<file path="src/rtl/gbe_pkg.sv">
// gbe_pkg: shared types and constants of the gap buffer editor
// command codes, status codes and the controller/datapath interface structs
// no dependencies
`default_nettype none

package gbe_pkg;

  localparam int unsigned OP_W  = 3;
  localparam int unsigned CHR_W = 8;
  localparam int unsigned POS_W = 11;
  localparam int unsigned ST_W  = 2;

  localparam logic [OP_W-1:0] OP_INSERT = 3'd0;
  localparam logic [OP_W-1:0] OP_DELETE = 3'd1;
  localparam logic [OP_W-1:0] OP_LEFT   = 3'd2;
  localparam logic [OP_W-1:0] OP_RIGHT  = 3'd3;
  localparam logic [OP_W-1:0] OP_JUMP   = 3'd4;

  localparam logic [ST_W-1:0] ST_DONE  = 2'd0;
  localparam logic [ST_W-1:0] ST_FULL  = 2'd1;
  localparam logic [ST_W-1:0] ST_EDGE  = 2'd2;
  localparam logic [ST_W-1:0] ST_RANGE = 2'd3;

  // commands from the controller to the datapath
  typedef struct packed {
    logic            capture;  // latch byte and target of an accepted word
    logic            ins;      // write byte at cursor, advance cursor
    logic            del;      // step cursor back
    logic            rd;       // read the byte that crosses the gap
    logic            wr;       // write it on the other side, move both pointers
    logic            left;     // direction of the byte crossing
    logic            respond;  // register a result
    logic [ST_W-1:0] status;
  } gbe_cmd_t;

  // status from the datapath to the controller
  typedef struct packed {
    logic gap_empty;
    logic front_empty;
    logic tail_empty;
    logic tgt_beyond;
    logic tgt_below;
    logic tgt_equal;
    logic tgt_prev;   // target equals cursor minus one
    logic tgt_succ;   // target equals cursor plus one
  } gbe_flags_t;

endpackage

`default_nettype wire

</file>
<file path="src/rtl/gbe_ctrl.sv">
// gbe_ctrl: command sequencer of the gap buffer editor
// decodes each command word and steps byte crossings; uses gbe_pkg
`default_nettype none

module gbe_ctrl (
  input  wire logic                     clk_i,
  input  wire logic                     rst_ni,
  input  wire logic                     start_i,
  input  wire logic [gbe_pkg::OP_W-1:0] op_i,
  input  wire gbe_pkg::gbe_flags_t      flags_i,
  output gbe_pkg::gbe_cmd_t             cmd_o,
  output logic                          busy_o
);
  import gbe_pkg::*;

  typedef enum logic [1:0] {
    S_IDLE,
    S_DECIDE,
    S_MOVE_RD,
    S_MOVE_WR
  } state_e;

  state_e          state_q, state_d;
  logic [OP_W-1:0] op_q;
  logic            dir_q, dir_d;
  logic            single_q, single_d;
  logic            last_step;

  assign busy_o    = (state_q != S_IDLE);
  assign last_step = single_q | (dir_q ? flags_i.tgt_prev : flags_i.tgt_succ);

  always_comb begin
    state_d  = state_q;
    dir_d    = dir_q;
    single_d = single_q;
    cmd_o    = '0;
    cmd_o.left   = dir_q;
    cmd_o.status = ST_DONE;
    unique case (state_q)
      S_IDLE: begin
        if (start_i) begin
          cmd_o.capture = 1'b1;
          state_d       = S_DECIDE;
        end
      end
      S_DECIDE: begin
        state_d       = S_IDLE;
        cmd_o.respond = 1'b1;
        unique case (op_q)
          OP_INSERT: begin
            if (flags_i.gap_empty) begin
              cmd_o.status = ST_FULL;
            end else begin
              cmd_o.ins = 1'b1;
            end
          end
          OP_DELETE: begin
            if (flags_i.front_empty) begin
              cmd_o.status = ST_EDGE;
            end else begin
              cmd_o.del = 1'b1;
            end
          end
          OP_LEFT: begin
            if (flags_i.front_empty) begin
              cmd_o.status = ST_EDGE;
            end else begin
              cmd_o.respond = 1'b0;
              dir_d         = 1'b1;
              single_d      = 1'b1;
              state_d       = S_MOVE_RD;
            end
          end
          OP_RIGHT: begin
            if (flags_i.tail_empty) begin
              cmd_o.status = ST_EDGE;
            end else begin
              cmd_o.respond = 1'b0;
              dir_d         = 1'b0;
              single_d      = 1'b1;
              state_d       = S_MOVE_RD;
            end
          end
          OP_JUMP: begin
            if (flags_i.tgt_beyond) begin
              cmd_o.status = ST_RANGE;
            end else if (!flags_i.tgt_equal) begin
              cmd_o.respond = 1'b0;
              dir_d         = flags_i.tgt_below;
              single_d      = 1'b0;
              state_d       = S_MOVE_RD;
            end
          end
          default: begin
            cmd_o.status = ST_EDGE;
          end
        endcase
      end
      S_MOVE_RD: begin
        cmd_o.rd = 1'b1;
        state_d  = S_MOVE_WR;
      end
      S_MOVE_WR: begin
        cmd_o.wr = 1'b1;
        if (last_step) begin
          cmd_o.respond = 1'b1;
          state_d       = S_IDLE;
        end else begin
          state_d = S_MOVE_RD;
        end
      end
      default: begin
        state_d = S_IDLE;
      end
    endcase
  end

  always_ff @(posedge clk_i or negedge rst_ni) begin
    if (!rst_ni) begin
      state_q  <= S_IDLE;
      op_q     <= OP_INSERT;
      dir_q    <= 1'b0;
      single_q <= 1'b0;
    end else begin
      state_q  <= state_d;
      dir_q    <= dir_d;
      single_q <= single_d;
      if (cmd_o.capture) begin
        op_q <= op_i;
      end
    end
  end

endmodule

`default_nettype wire

</file>
<file path="src/rtl/gbe_datapath.sv">
// gbe_datapath: text store, gap pointers and result registers
// executes commands from gbe_ctrl; uses gbe_pkg
`default_nettype none

module gbe_datapath #(
  parameter int unsigned DEPTH = 1024
) (
  input  wire logic                      clk_i,
  input  wire logic                      rst_ni,
  input  wire logic [gbe_pkg::CHR_W-1:0] char_in_i,
  input  wire logic [gbe_pkg::POS_W-1:0] target_i,
  input  wire gbe_pkg::gbe_cmd_t         cmd_i,
  output gbe_pkg::gbe_flags_t            flags_o,
  output logic                           valid_o,
  output logic [gbe_pkg::ST_W-1:0]       status_o,
  output logic [gbe_pkg::POS_W-1:0]      cursor_pos_o,
  output logic [gbe_pkg::POS_W-1:0]      text_length_o
);
  import gbe_pkg::*;

  localparam int unsigned AW = $clog2(DEPTH);
  localparam int unsigned PW = $clog2(DEPTH + 1);
  localparam int unsigned CW = (PW > POS_W) ? PW : POS_W;
  localparam logic [PW-1:0] DEPTH_P = PW'(DEPTH);

  logic [CHR_W-1:0] mem_q [DEPTH];
  logic [CHR_W-1:0] rdata_q;
  logic [CHR_W-1:0] char_q;
  logic [POS_W-1:0] target_q;
  logic [PW-1:0]    gf_q, gf_d, ts_q, ts_d;
  logic [PW-1:0]    gf_dec, gf_inc, ts_dec, ts_inc;
  logic [PW-1:0]    len_now, len_d, tgt_pw;
  logic [PW-1:0]    wr_pos, rd_pos;
  logic [CHR_W-1:0] wr_data;
  logic             wr_en;
  logic             valid_q;
  logic [ST_W-1:0]  status_q;
  logic [POS_W-1:0] cursor_q, length_q;

  assign gf_dec  = gf_q - 1'b1;
  assign gf_inc  = gf_q + 1'b1;
  assign ts_dec  = ts_q - 1'b1;
  assign ts_inc  = ts_q + 1'b1;
  assign len_now = gf_q + (DEPTH_P - ts_q);
  assign tgt_pw  = PW'(target_q);

  always_comb begin
    gf_d = gf_q;
    ts_d = ts_q;
    if (cmd_i.ins) begin
      gf_d = gf_inc;
    end else if (cmd_i.del) begin
      gf_d = gf_dec;
    end else if (cmd_i.wr) begin
      gf_d = cmd_i.left ? gf_dec : gf_inc;
      ts_d = cmd_i.left ? ts_dec : ts_inc;
    end
  end

  assign len_d = gf_d + (DEPTH_P - ts_d);

  // moving left carries the byte before the cursor to just below the tail
  assign rd_pos  = cmd_i.left ? gf_dec : ts_q;
  assign wr_pos  = (cmd_i.wr && cmd_i.left) ? ts_dec : gf_q;
  assign wr_data = cmd_i.ins ? char_q : rdata_q;
  assign wr_en   = cmd_i.ins | cmd_i.wr;

  always_comb begin
    flags_o.gap_empty   = (gf_q == ts_q);
    flags_o.front_empty = (gf_q == '0);
    flags_o.tail_empty  = (ts_q == DEPTH_P);
    flags_o.tgt_beyond  = (CW'(target_q) > CW'(len_now));
    flags_o.tgt_below   = (tgt_pw < gf_q);
    flags_o.tgt_equal   = (tgt_pw == gf_q);
    flags_o.tgt_prev    = (tgt_pw == gf_dec);
    flags_o.tgt_succ    = (tgt_pw == gf_inc);
  end

  always_ff @(posedge clk_i) begin
    if (wr_en) begin
      mem_q[wr_pos[AW-1:0]] <= wr_data;
    end
    if (cmd_i.rd) begin
      rdata_q <= mem_q[rd_pos[AW-1:0]];
    end
  end

  always_ff @(posedge clk_i) begin
    if (cmd_i.capture) begin
      char_q   <= char_in_i;
      target_q <= target_i;
    end
    if (cmd_i.respond) begin
      status_q <= cmd_i.status;
      cursor_q <= POS_W'(gf_d);
      length_q <= POS_W'(len_d);
    end
  end

  always_ff @(posedge clk_i or negedge rst_ni) begin
    if (!rst_ni) begin
      gf_q    <= '0;
      ts_q    <= DEPTH_P;
      valid_q <= 1'b0;
    end else begin
      gf_q    <= gf_d;
      ts_q    <= ts_d;
      valid_q <= cmd_i.respond;
    end
  end

  assign valid_o       = valid_q;
  assign status_o      = status_q;
  assign cursor_pos_o  = cursor_q;
  assign text_length_o = length_q;

endmodule

`default_nettype wire

</file>
<file path="src/rtl/gap_buffer_editor.sv">
// gap_buffer_editor: top level of the gap buffer byte editor
// joins gbe_ctrl and gbe_datapath; uses gbe_pkg
//
// usage
//   a command word (op_i, char_in_i, target_i) is taken at a rising edge with
//   start_i high and busy_o low. each word yields one result word on status_o,
//   cursor_pos_o and text_length_o, shown for a single cycle with valid_o high.
//   the receiver cannot hold results off; they must be taken when shown.
// timing
//   insert, delete, refused and ignored commands are decided in the decode state,
//   and their result is registered from it.
//   a move is one byte crossing the gap; each crossing is a read step and a
//   write step on the text store, and a jump over n bytes makes n crossings.
//   busy_o is low again in the cycle the result is shown, so the next word may
//   be accepted alongside it.
// reset
//   rst_ni clears the cursor to 0 and the gap to the whole store (empty text).
//   the text store itself is not cleared; no byte is read before it is written.
`default_nettype none

module gap_buffer_editor #(
  parameter int unsigned DEPTH = 1024
) (
  input  wire logic                      clk_i,
  input  wire logic                      rst_ni,
  input  wire logic                      start_i,
  output logic                           busy_o,
  input  wire logic [gbe_pkg::OP_W-1:0]  op_i,
  input  wire logic [gbe_pkg::CHR_W-1:0] char_in_i,
  input  wire logic [gbe_pkg::POS_W-1:0] target_i,
  output logic                           valid_o,
  output logic [gbe_pkg::ST_W-1:0]       status_o,
  output logic [gbe_pkg::POS_W-1:0]      cursor_pos_o,
  output logic [gbe_pkg::POS_W-1:0]      text_length_o
);
  import gbe_pkg::*;

  gbe_cmd_t   cmd;
  gbe_flags_t flags;

  gbe_ctrl u_ctrl (
    .clk_i   (clk_i),
    .rst_ni  (rst_ni),
    .start_i (start_i),
    .op_i    (op_i),
    .flags_i (flags),
    .cmd_o   (cmd),
    .busy_o  (busy_o)
  );

  gbe_datapath #(
    .DEPTH (DEPTH)
  ) u_datapath (
    .clk_i         (clk_i),
    .rst_ni        (rst_ni),
    .char_in_i     (char_in_i),
    .target_i      (target_i),
    .cmd_i         (cmd),
    .flags_o       (flags),
    .valid_o       (valid_o),
    .status_o      (status_o),
    .cursor_pos_o  (cursor_pos_o),
    .text_length_o (text_length_o)
  );

`ifndef SYNTHESIS
  // an accepted word keeps the block busy until it has been decoded
  a_accept_busy: assert property (@(posedge clk_i) disable iff (!rst_ni)
    (start_i && !busy_o) |=> busy_o)
    else $error("accepted word did not raise busy");

  // every word passes through the decode state, so result words never abut
  a_valid_spaced: assert property (@(posedge clk_i) disable iff (!rst_ni)
    valid_o |=> !valid_o)
    else $error("result words in consecutive cycles");

  // a byte read across the gap is always written back the next cycle
  a_read_then_write: assert property (@(posedge clk_i) disable iff (!rst_ni)
    cmd.rd |=> cmd.wr)
    else $error("gap crossing read without write");

  // an insert never lands in a full buffer
  a_insert_room: assert property (@(posedge clk_i) disable iff (!rst_ni)
    cmd.ins |-> !flags.gap_empty)
    else $error("insert into a full buffer");
`endif

endmodule

`default_nettype wire

</file>
<file path="config.mk">
export PLATFORM = sky130hd
export DESIGN_NAME = gap_buffer_editor
export DESIGN_NICKNAME = d
export VERILOG_FILES = /design/src/rtl/gbe_pkg.sv /design/src/rtl/gbe_ctrl.sv /design/src/rtl/gbe_datapath.sv /design/src/rtl/gap_buffer_editor.sv
export SDC_FILE = /design/constraint.sdc
export NUM_CORES = 1
export LEC_CHECK = 0
export BUFFER_PORTS_ARGS = -buffer_cell sky130_fd_sc_hd__buf_2
export CORE_ASPECT_RATIO = 1.25
export CORE_MARGIN = 8
export CORE_UTILIZATION = 35
export DETAILED_ROUTE_END_ITERATION = 10
export MAX_ROUTING_LAYER = met4
export PLACE_DENSITY = 0.48
export SLEW_MARGIN = 25
export SYNTH_ARGS = -nofsm -noshare
export SYNTH_HDL_FRONTEND = slang
export SYNTH_SLANG_ARGS = --single-unit
</file>
<file path="constraint.sdc">
create_clock -name clk_i -period 5.1 [get_ports clk_i]
set_clock_uncertainty 0.1 [all_clocks]
set_input_delay 0.255 -clock clk_i [delete_from_list [all_inputs] [get_ports clk_i]]
set_output_delay 0.255 -clock clk_i [all_outputs]
set_load 0.02 [all_outputs]
</file>
==> results of run 1 <==
[through the flow]
stage               cells  hold WS (ns)
floorplan             501        -0.141
global placement      757         0.247
detailed placement    757         0.252
CTS                   785        0.0271
global route          785        0.0386
finish                785        0.0398
[metal layers]
| metal | vias to the layer above | share of wire | global-route usage | routed length (µm) |
|---|---|---|---|---|
| met2 | 83 | 0.50 | 0.274 | 6780 |
| li1 | 2015 | - | - | - |
| met5 | - | 0 | - | 0 |
| met1 | 1912 | 0.44 | 0.179 | 6000 |
| met4 | 0 | 0.034 | 0.0751 | 463 |
| met3 | 31 | 0.033 | 0.0303 | 456 |
[Yosys cell counts, types with 11 or more instances]
library cell / number / area [µm²]
a21oi_1: 29 / 145
dfrtp_1: 29 / 726
edfxtp_1: 35 / 1050
ha_1: 71 / 888
inv_1: 50 / 188
nand2_1: 32 / 120
nand3_1: 15 / 75.1
nor2_1: 24 / 90.1
o21a_1: 11 / 82.6
o21ai_0: 24 / 120
xnor2_1: 44 / 385
xor2_1: 12 / 105
[final timing paths]
check	to	slack, ns	cells past startpoint
setup / recovery	u_datapath.text_length_o[10]	0.30	20
hold / removal	u_ctrl.op_q[0]	0.04	2
setup reg to reg	u_datapath.text_length_o[10]	0.30	20
hold reg to reg	u_ctrl.single_q	0.41	1
max in group asynchronous	u_datapath.ts_q[0]	4.03	2
min in group asynchronous	u_ctrl.op_q[2]	0.40	2
[worst register-to-register path, cell delays in order, from the launching register on]
cell and delay [ns]:
dfrtp_1 0.37, inv_1 0.09, ha_1 0.35, nand4_1 0.12, nor4_1 0.06, buf_4 0.15
or4_1 0.58, o21ai_0 0.17, nand2_1 0.09, o21ai_1 0.10, xnor2_1 0.20, ha_1 0.31
ha_1 0.29, a21o_1 0.17, a21oi_2 0.17, o21ai_1 0.15, o41ai_2 0.28, buf_4 0.18
o21ai_0 0.12, xnor3_1 0.37, xnor2_1 0.13
[sequential cells by signal (all words and copies together) (netlist names)]
register	cells
u_ctrl.dir_q	1
u_ctrl.op_q	3
u_ctrl.single_q	1
u_ctrl.state_q	2
u_datapath.cursor_pos_o	11
u_datapath.gf_q	11
u_datapath.status_o	2
u_datapath.target_q	11
u_datapath.text_length_o	11
u_datapath.ts_q	11
u_datapath.valid_o	1
[logic make-up after synthesis]
kind of cell | Yosys count | synth area share
and+or+nand+nor | 120 | 0.123
AOI/OAI and AO/OA | 111 | 0.147
adders and majority gates | 74 | 0.191
DFF | 65 | 0.363
buffers and inverters | 62 | 0.0486
xor gates and xnor gates | 57 | 0.103
muxes | 12 | 0.0254
[timing repair]
| action | in CTS | in global routing |
|---|---|---|
| resized for setup | 0 | 5 |
| hold endpoints to repair | 40 | 0 |
| setup endpoints to repair | 0 | 14 |
| hold buffers | 12 | 0 |
[cell type report]
cell class | count | area (µm²)
Clock buffer | 11 | 243
Tap cell | 175 | 219
Multi-Input combinational cell | 374 | 2940
Fill cell | 1333 | 7740
Timing Repair Buffer | 104 | 709
Sequential cell | 65 | 1800
Inverter | 51 | 191
Clock inverter | 5 | 31.3
==> results.json, run 1 <==
{
  "grt_pass1_vias": 4328,
  "drt-total-wl_um": 13700,
  "io_pins": 51,
  "maxCapViolCount": 0,
  "die_h_um": 149,
  "synth_edf_count": 35,
  "syn_to_final_growth_pct": 23.4,
  "setup-tns-final_ns": 0,
  "hold_viol_final": 0,
  "grt_max_degree": 31,
  "final_max_slew_viol_count": 0,
  "grt_antenna_before_repair": 0,
  "synth_ff_type": "edfxtp_1",
  "drive_above_1_share": 0.203,
  "synthArstFlopShare": 0.462,
  "start_util": 0.358,
  "mostFrequentLayoutCells": "71 x ha_1, 50 x inv_1, 49 x buf_4, 44 x xnor2_1, 42 x buf_2",
  "cpPeakStageDelay_ns": 0.58,
  "worst_slew_margin_rel": 0.524,
  "numCtsBuffers": 9,
  "drt_iter0_drc": 128,
  "placed_cell_area_mm2": 0.00573,
  "stdcell_area_mm2": 0.00613,
  "cp_common_cell": "ha_1",
  "cts.clk_slew.worst_paths_ns": 0.06,
  "reg2reg_from": "u_datapath.ts_q[1]",
  "rows": 48,
  "final_common_cell": "ha_1",
  "start_kind": "flop",
  "die_area_mm2": 0.0183,
  "diodes": 0,
  "cp.arrival_ns": 4.79,
  "timing.final.crit_period_ns": 4.80,
  "syn_area_mm2": 0.00497,
  "root_buffer": "clkbuf_16",
  "htree_levels": 3,
  "min_from": "op_i[0]",
  "synth_seq_cells": 65,
  "vias_per_cell": 5.15,
  "setup_ws_ns": 0.299,
  "num_vias": 4041,
  "critPathCaptureType": "flop",
  "cp_top_family": "compound AO/OA/AOI/OAI gates",
  "grtUsageTotal": 0.161,
  "wl_per_cell_um": 17.5,
  "critPathMaxFanout": 3,
  "yosysWarnings": 0,
  "routabilityCongestion": 0.927,
  "syn-num-nets": 600,
  "status": "finished, final reports clean",
  "insertion_delay_ns": 0.35,
  "cts_setup_buffers": 0,
  "clockBufferDepth": 2,
  "cp_cell_sequence": "inv_1 -> ha_1 -> nand4_1 -> nor4_1 -> buf_4 -> or4_1 -> o21ai_0 -> nand2_1 -> o21ai_1 -> xnor2_1 -> ha_1 -> ha_1 -> a21o_1 -> a21oi_2 -> o21ai_1 -> o41ai_2 -> buf_4 -> o21ai_0 -> xnor3_1 -> xnor2_1",
  "tightest_slew_ns": 0.714,
  "startpoint": "u_datapath.ts_q[1]",
  "cts_tree": "done",
  "detail-route-antenna-nets": 0,
  "critPathBufInv": 3,
  "nets": 704,
  "critPathSlowestCell": "or4_1",
  "core_mm2": 0.0139,
  "rsz0062_at_grt": "no",
  "synth_cell_type_count": 59,
  "io_buffers": 42,
  "grt_pass1_wl_um": 21600,
  "drc": 0,
  "die_w_um": 123,
  "synth_cells": 501,
  "place_hpwl_um": 10900,
  "crit_required_ns": 5.09,
  "drt-pass1-iter-count": 4,
  "synth_seq_area_share": 0.363,
  "pre_cts_slack_ns": 0.0870,
  "syn_area_per_cell_um2": 9.92,
  "fin_crit_sh": 0.941,
  "finalSetupViolCount": 0,
  "final_util": 0.442,
  "max_freq_ghz": 0.208,
  "grt-ovfl-total": 0,
  "clkSinkCount": 65,
  "critPathKind": "reg2reg",
  "hold_path.class": "in2reg"
}
Power of run 1 is not shown: default switching activity piles up to over one toggle a cycle in this logic, so the estimate is an artifact.
==> run 2, diff against run 1 <==
- CTS_BUF_LIST: unset -> sky130_fd_sc_hd__clkbuf_8
==> run 2 against run 1 <==
  * Sequential share of layout area up 0.44 points
  * Sequential cell count stayed put
  * Core utilization shrank 0.66 points
  * Setup slack better by 0.0077 ns
  * Critical path type unchanged
  * Cell count up 0.13%
==> results.json, run 2 (synthesis results as in run 1) <==
{
  "core_mm2": 0.0139,
  "status": "finished, final reports clean",
  "syn_to_final_growth_pct": 21.6,
  "pre_cts_slack_ns": 0.0870,
  "drt_iter0_drc": 108,
  "hold_viol_final": 0,
  "grt_antenna_before_repair": 0,
  "cp.arrival_ns": 4.82,
  "die_w_um": 123,
  "die_h_um": 149,
  "crit_required_ns": 5.12,
  "tightest_slew_ns": 0.717,
  "drt-total-wl_um": 13700,
  "timing.final.crit_period_ns": 4.79,
  "insertion_delay_ns": 0.37,
  "root_buffer": "clkbuf_8",
  "io_buffers": 42,
  "clockBufferDepth": 2,
  "finalSetupViolCount": 0,
  "diodes": 0,
  "rsz0062_at_grt": "no",
  "grt-ovfl-total": 0,
  "drt-pass1-iter-count": 4,
  "nets": 705,
  "grt_max_degree": 31,
  "cp_top_family": "compound AO/OA/AOI/OAI gates",
  "cp_common_cell": "ha_1",
  "holdWs_ns": 0.0231,
  "die_area_mm2": 0.0183,
  "htree_levels": 3,
  "final_common_cell": "ha_1",
  "grt_pass1_wl_um": 21500,
  "drive_above_1_share": 0.203,
  "start_kind": "flop",
  "cp_cell_sequence": "inv_1 -> ha_1 -> nand4_1 -> nor4_1 -> buf_4 -> or4_1 -> o21ai_0 -> nand2_1 -> o21ai_1 -> xnor2_1 -> ha_1 -> ha_1 -> a21o_1 -> a21oi_2 -> o21ai_1 -> o41ai_2 -> buf_4 -> o21ai_0 -> xnor3_1 -> xnor2_1",
  "hold_path.class": "in2reg",
  "critPathKind": "reg2reg",
  "final_max_slew_viol_count": 0,
  "critPathMaxFanout": 3,
  "numCtsBuffers": 9,
  "cts.clk_slew.worst_paths_ns": 0.08,
  "grtUsageTotal": 0.160,
  "wl_per_cell_um": 17.4,
  "hold_end": "u_ctrl.state_q[0]",
  "mostFrequentLayoutCells": "71 x ha_1, 51 x inv_1, 49 x buf_4, 44 x xnor2_1, 42 x buf_2",
  "grt_pass1_vias": 4330,
  "place_hpwl_um": 10900,
  "clkSinkCount": 65,
  "rows": 48,
  "reg2reg_from": "u_datapath.ts_q[1]",
  "setup_ws_ns": 0.307,
  "drc": 0,
  "regToRegEndpoint": "u_datapath.text_length_o[10]",
  "fin_crit_sh": 0.940,
  "cts_tree": "done",
  "num_vias": 4023,
  "critPathCaptureType": "flop",
  "cpPeakStageDelay_ns": 0.58,
  "rrSetupSlack_ns": 0.31,
  "start_util": 0.358,
  "min_from": "start_i",
  "worst_slew_margin_rel": 0.522,
  "critPathSlowestCell": "or4_1",
  "maxCapViolCount": 0,
  "hold-path-cell-count": 3,
  "routabilityCongestion": 0.927,
  "critPathBufInv": 3,
  "detail-route-antenna-nets": 0,
  "max_freq_ghz": 0.209,
  "worstRegToRegCells": 20,
  "vias_per_cell": 5.12,
  "setup-tns-final_ns": 0,
  "io_pins": 51
}
[run 2: cell type report]
cell class              instances  area (µm²)
well taps                     175         219
clock inverters                 6        35.0
fillers                      1348        7830
multi-input cells             374        2940
repair buffers                105         719
clock buffers                  10         138
inverters                      51         191
flip-flops and latches         65        1800
[run 2: how the worst max path moves through the flow]
stage	depth (start not counted)	end	from	slack [ns]
global placement	20	u_datapath.text_length_o[10]	u_datapath.gf_q[0]	0.03
finish	20	u_datapath.text_length_o[10]	u_datapath.ts_q[1]	0.31
CTS	19	u_datapath.text_length_o[10]	u_datapath.ts_q[1]	0.08
global route	20	u_datapath.text_length_o[10]	u_datapath.ts_q[4]	0.02
detailed placement	20	u_datapath.text_length_o[10]	u_datapath.gf_q[0]	0.09
floorplan	18	u_datapath.text_length_o[10]	u_datapath.gf_q[0]	0.53
[run 2: timing repair]
item	CTS	global route
endpoints found under the hold margin	41	0
setup endpoints to repair	0	20
hold buffers	13	0
setup buffers	0	0
gates resized for setup	0	5
[run 2: layer usage]
metal / vias up / GRT usage / wire length (µm)
met2: 75 / 0.272 / 6780
met1: 1907 / 0.178 / 5950
met5: - / - / 0
li1: 2015 / - / -
met3: 26 / 0.0235 / 491
met4: 0 / 0.0843 / 425
[run 2: worst min-delay path: cells and delay by family]
kind                   cells  cell delay [ns]
buffers and inverters      1             0.09
and+or+nand+nor            2             0.10
[run 2: per-stage QoR]
step | utilization | cell area, µm² | cells
floorplan | - | 4970 | 501
global placement | 0.413 | 5730 | 757
detailed placement | 0.413 | 5730 | 757
CTS | 0.435 | 6030 | 786
global route | 0.436 | 6040 | 786
finish | 0.436 | 6040 | 786
Power of run 2 is left out for the same reason.
